<file path="src/rtl/f32exp2_pkg.sv">
// ============================================================================
// f32exp2_pkg - shared types and constants for the binary32 exp2 pipeline
// Holds the internal number formats, the polynomial coefficients and the
// fixed codes used by the core and its checker.
// ============================================================================
package f32exp2_pkg;

    localparam int EXP_W   = 10;
    localparam int N_TERMS = 6;
    localparam int BIAS    = 127;

    // Edges from the accepting edge to the edge that takes the result word.
    localparam int PIPE_DEPTH = 23;

    localparam logic [31:0] ONE_BITS  = 32'h3f80_0000;
    localparam logic [31:0] INF_BITS  = 32'h7f80_0000;
    localparam logic [31:0] QUIET_BIT = 32'h0040_0000;
    localparam logic [31:0] HI_LIMIT  = 32'h4300_0000;
    localparam logic [31:0] LO_LIMIT  = 32'hc316_0000;

    // Leading coefficient, then the addend of each multiply-add in order.
    localparam logic [31:0] COEF_BITS [N_TERMS+1] = '{
        32'h3920_fdde, 32'h3aaf_9f29, 32'h3c1d_96a6, 32'h3d63_5774,
        32'h3e75_fdee, 32'h3f31_7218, 32'h3f80_0000
    };

    typedef logic signed [EXP_W-1:0] exp_t;

    // Positive normal value: m * 2^(e-23), m[23] set.
    typedef struct packed {
        exp_t        e;
        logic [23:0] m;
    } fnum_t;

    // Reduced argument r, may be subnormal or zero.
    typedef struct packed {
        logic        s;
        exp_t        e;
        logic [23:0] m;
    } rarg_t;

    // Side data that travels with each word through the multiply-add chain.
    typedef struct packed {
        logic              spec;
        logic [31:0]       spec_bits;
        logic signed [8:0] n;
        rarg_t             r;
    } carry_t;

    function automatic fnum_t unpack_const(input logic [31:0] b);
        fnum_t f;
        f.e = exp_t'(b[30:23]) - exp_t'(BIAS);
        f.m = {1'b1, b[22:0]};
        return f;
    endfunction

endpackage

</file>
<file path="src/rtl/f32exp2_fma.sv">
// ============================================================================
// f32exp2_fma - three-stage fused multiply-add, y = a*r + c
// Single rounding, ties to even. a and c are positive normal values with
// |a*r| well below c, so the sum stays positive and near the exponent of c.
// ============================================================================
module f32exp2_fma
    import f32exp2_pkg::*;
(
    input  logic   clk,
    input  logic   rst_n,
    input  logic   in_valid,
    input  fnum_t  a,
    input  fnum_t  c,
    input  carry_t in_carry,
    output logic   out_valid,
    output fnum_t  y,
    output carry_t out_carry
);

    localparam int SH_W = EXP_W + 2;
    localparam logic signed [SH_W-1:0] SH_MAX = SH_W'(48);

    // multiply stage
    logic signed [SH_W-1:0] sh_full;
    logic [47:0]            p_next;
    logic [5:0]             sh_next;
    logic [47:0]            p_reg;
    logic [5:0]             sh_reg;
    logic                   neg_reg;
    carry_t                 mul_carry_reg;
    logic                   mul_valid_reg;

    // align and add stage
    logic [47:0] aligned;
    logic [47:0] drop_mask;
    logic        drop_sticky;
    logic [49:0] c_wide;
    logic [49:0] p_wide;
    logic [49:0] sum_next;
    logic [49:0] sum_reg;
    carry_t      sum_carry_reg;
    logic        sum_valid_reg;

    // normalize and round stage
    logic [23:0] mant;
    logic        guard;
    logic        sticky;
    exp_t        e_adj;
    logic [24:0] rnd;
    fnum_t       y_next;
    fnum_t       y_reg;
    carry_t      y_carry_reg;
    logic        y_valid_reg;

    always_comb
    begin
        p_next  = {24'b0, a.m} * {24'b0, in_carry.r.m};
        sh_full = SH_W'(c.e) - SH_W'(a.e) - SH_W'(in_carry.r.e) - SH_W'(1);
        if (sh_full > SH_MAX)
            sh_next = 6'd48;
        else if (sh_full < 0)
            sh_next = 6'd0;
        else
            sh_next = sh_full[5:0];
    end

    always_comb
    begin
        aligned     = p_reg >> sh_reg;
        drop_mask   = ~({48{1'b1}} << sh_reg);
        drop_sticky = |(p_reg & drop_mask);
        c_wide      = {1'b0, c.m, 25'b0};
        p_wide      = {1'b0, aligned, drop_sticky};
        sum_next    = neg_reg ? (c_wide - p_wide) : (c_wide + p_wide);
    end

    always_comb
    begin
        if (sum_reg[49])
        begin
            mant   = sum_reg[49:26];
            guard  = sum_reg[25];
            sticky = |sum_reg[24:0];
            e_adj  = c.e + exp_t'(1);
        end
        else if (sum_reg[48])
        begin
            mant   = sum_reg[48:25];
            guard  = sum_reg[24];
            sticky = |sum_reg[23:0];
            e_adj  = c.e;
        end
        else
        begin
            mant   = sum_reg[47:24];
            guard  = sum_reg[23];
            sticky = |sum_reg[22:0];
            e_adj  = c.e - exp_t'(1);
        end
        rnd = {1'b0, mant} + 25'(guard & (sticky | mant[0]));
        if (rnd[24])
        begin
            y_next.m = 24'h80_0000;
            y_next.e = e_adj + exp_t'(1);
        end
        else
        begin
            y_next.m = rnd[23:0];
            y_next.e = e_adj;
        end
    end

    always_ff @(posedge clk or negedge rst_n)
    begin
        if (!rst_n)
        begin
            mul_valid_reg <= 1'b0;
            sum_valid_reg <= 1'b0;
            y_valid_reg   <= 1'b0;
        end
        else
        begin
            mul_valid_reg <= in_valid;
            sum_valid_reg <= mul_valid_reg;
            y_valid_reg   <= sum_valid_reg;
        end
    end

    always_ff @(posedge clk)
    begin
        p_reg         <= p_next;
        sh_reg        <= sh_next;
        neg_reg       <= in_carry.r.s;
        mul_carry_reg <= in_carry;
        sum_reg       <= sum_next;
        sum_carry_reg <= mul_carry_reg;
        y_reg         <= y_next;
        y_carry_reg   <= sum_carry_reg;
    end

    assign out_valid = y_valid_reg;
    assign y         = y_reg;
    assign out_carry = y_carry_reg;

endmodule

</file>
<file path="config.mk">
export PLATFORM = sky130hd
export DESIGN_NAME = f32exp2_fma
export DESIGN_NICKNAME = d
export VERILOG_FILES = /design/src/rtl/f32exp2_pkg.sv /design/src/rtl/f32exp2_fma.sv
export SDC_FILE = /design/constraint.sdc
export NUM_CORES = 2
export LEC_CHECK = 0
export ABC_CLOCK_PERIOD_IN_PS = 8300
export BUFFER_PORTS_ARGS = -buffer_cell sky130_fd_sc_hd__buf_2
export CORE_ASPECT_RATIO = 1.4
export CORE_UTILIZATION = 45
export DETAILED_ROUTE_END_ITERATION = 6
export PLACE_DENSITY_LB_ADDON = 0.1
export SLEW_MARGIN = 20
export SYNTH_ARGS = -nofsm -noshare
export SYNTH_HDL_FRONTEND = slang
export SYNTH_SLANG_ARGS = --single-unit
</file>
<file path="constraint.sdc">
create_clock -name clk -period 8.3 [get_ports clk]
set_input_delay 0 -clock clk [delete_from_list [all_inputs] [get_ports clk]]
set_output_delay 0 -clock clk [all_outputs]
set_load 0.02 [all_outputs]
</file>
==> results.json <==
{
  "grt_use_met1_pct": 29.6,
  "nets": 5003,
  "grt-busiest-layer": "met2",
  "path_clk_slew_ps": 60,
  "cpPeakStageDelay_ps": 540,
  "setup_violations": 0,
  "clock_latency_ps": 610,
  "core_area_mm2": 0.0791,
  "route.detailed.drc": 0,
  "synth-edff-count": 0,
  "dpl_cell_area_mm2": 0.0382,
  "seq_area_frac_synth_pct": 20.7,
  "via_count": 27627,
  "cts_tree": "done",
  "setup-tns-final_ps": 0,
  "crit_top_cell": "fa_1",
  "grt_setup_unrepaired": "false",
  "use_met2_pct": 49.4,
  "cts_root_buf": "clkbuf_16",
  "htreeDepth": 2,
  "cp_max_fo": 13,
  "netlist_instances": 3844,
  "grt_pass1_vias": 29002,
  "hold_path_class": "in2reg",
  "ant_nets": 0,
  "start_kind": "input pin",
  "gp_congestion": 0.984,
  "ys.warnings.count": 0,
  "final_cell_mix": "inv_1, fa_1, nand2_1, dfxtp_1, and2_1",
  "met3_usage_pct": 3.08,
  "antenna_found_initial": 0,
  "die_h_um": 337,
  "hold_viol": 0,
  "grt_remaining_overflow": 0,
  "post_cts_resized": 0,
  "dr.pass1.iters": 5,
  "io_buffer_count": 259,
  "cap_violations": 0,
  "antenna_cells": 0,
  "layout_commonest_cell": "inv_1",
  "avgSynthCellArea_um2": 9.37,
  "cts_buffers": 41,
  "start_util_pct": 45.5,
  "die_w_um": 241,
  "grt.total_usage_pct": 26.7,
  "wl_per_cell_um": 20.3,
  "final_cells": 5207,
  "synth_cell_types": 101,
  "r2r_cells": 15,
  "max_freq_ghz": 0.135,
  "endpoint_kind": "flop",
  "grt_pass1_wl_mm": 165,
  "fin_crit_sh_pct": 89.2,
  "finalMaxSlewViolations": 0,
  "fin_crit_ps": 7400,
  "worstMarginPinSlew_ps": 1150,
  "hold_path_depth": 2,
  "syn_nets": 4725,
  "drive_above_1_share_pct": 11.7,
  "postSynth.asyncResetShare_pct": 0.806,
  "ys_seq_elements": 372,
  "max_slew_margin_pct": 22.9,
  "status": "finished, final reports clean",
  "crit_type": "in2reg",
  "required_ps": 8770,
  "crit_slowest_cell": "fa_1",
  "drt_iter0_drc": 1587,
  "grt_max_degree": 69,
  "syn2layout_area_growth_pct": 13.4,
  "syn_area_mm2": 0.0360,
  "wl_mm": 106,
  "io_pins": 260,
  "cts.sinks": 372,
  "arrival_ps": 7880,
  "skew_ps": 24.1,
  "dp_hpwl_mm": 82.8,
  "clock_path_buffers": 3,
  "num_rows": 122,
  "placed_cells": 5010,
  "dieArea_mm2": 0.0812,
  "fin_area_mm2": 0.0408,
  "synth-main-ff-cell": "dfxtp_1",
  "n_fill_cell": 7567,
  "vias_per_cell": 5.31
}
==> logic make-up (layout without fill, tap and decap cells) <==
family / Yosys count / count (layout) / synth area share (%)
compound gates: 495 / 495 / 9.12
xor+xnor: 130 / 130 / 3.16
fa+ha+maj: 736 / 736 / 35.8
buf+inv: 823 / 1132 / 8.85
flops: 372 / 372 / 20.7
mux: 166 / 166 / 6.72
simple gates: 1122 / 1122 / 15.6
==> worst max-delay path: cells and delay by family <==
family          cells  cell delay [ps]
compound gates     10             2340
xor+xnor            1              160
buf+inv             8             1380
fa+ha+maj           8             3790
simple gates        2              200
==> cell usage after synthesis (39+ instances only) <==
library cell / number / area (um^2)
a21o_1: 47 / 353
a21oi_1: 127 / 636
and2_1: 312 / 1950
clkbuf_1: 141 / 529
dfxtp_1: 369 / 7390
fa_1: 493 / 9870
ha_1: 240 / 3000
inv_1: 630 / 2360
mux2i_1: 81 / 811
mux4_2: 54 / 1220
nand2_1: 401 / 1510
nand3_1: 39 / 195
nor2_1: 171 / 642
nor3_1: 39 / 195
o21ai_0: 95 / 475
xnor2_1: 91 / 797
xor2_1: 39 / 342
==> path summary, 6_finish.rpt <==
check / startpoint / endpoint / slack (ps)
max: in_carry[3] / p_reg[42] / 900
min: in_carry[39] / mul_carry_reg[39] / 40
max reg2reg: sh_reg[3] / sum_reg[34] / 1520
min reg2reg: mul_carry_reg[38] / sum_carry_reg[38] / 310
max in group asynchronous: rst_n / mul_valid_reg / 7860
min in group asynchronous: rst_n / sum_valid_reg / 290
==> metal layers <==
layer	up-vias	wire length, um
met3	238	4390
li1	12824	-
met4	0	5920
met1	13787	40000
met5	-	0
met2	778	55600
==> per-stage QoR <==
stage | utilization (%) | setup slack (ps) | hold slack (ps)
CTS | 51.6 | 947 | 8.69
floorplan | - | 1560 | -296
detailed placement | 48.3 | 729 | -199
finish | 51.6 | 896 | 41.3
global route | 51.6 | 485 | 21.2
global placement | 48.3 | 747 | -204
==> final cells by class <==
type | count | area (um^2) | area share [%]
Inverter | 634 | 2380 | 5.83
Multi-Input combinational cell | 2649 | 25400 | 62.1
Clock inverter | 16 | 230 | 0.564
Timing Repair Buffer | 424 | 2860 | 6.99
Clock buffer | 58 | 1220 | 2.99
Sequential cell | 372 | 7470 | 18.3
Tap cell | 1054 | 1320 | 3.23
==> timing repair <==
action / 4_1_cts / 5_1_grt
hold buffers: 123 / 0
hold endpoints to repair: 115 / 0
setup buffers: 0 / 0
Power is left out: the tool's default activity adds up to more than one toggle a clock period on the data nets, which glitch-free logic cannot reach.
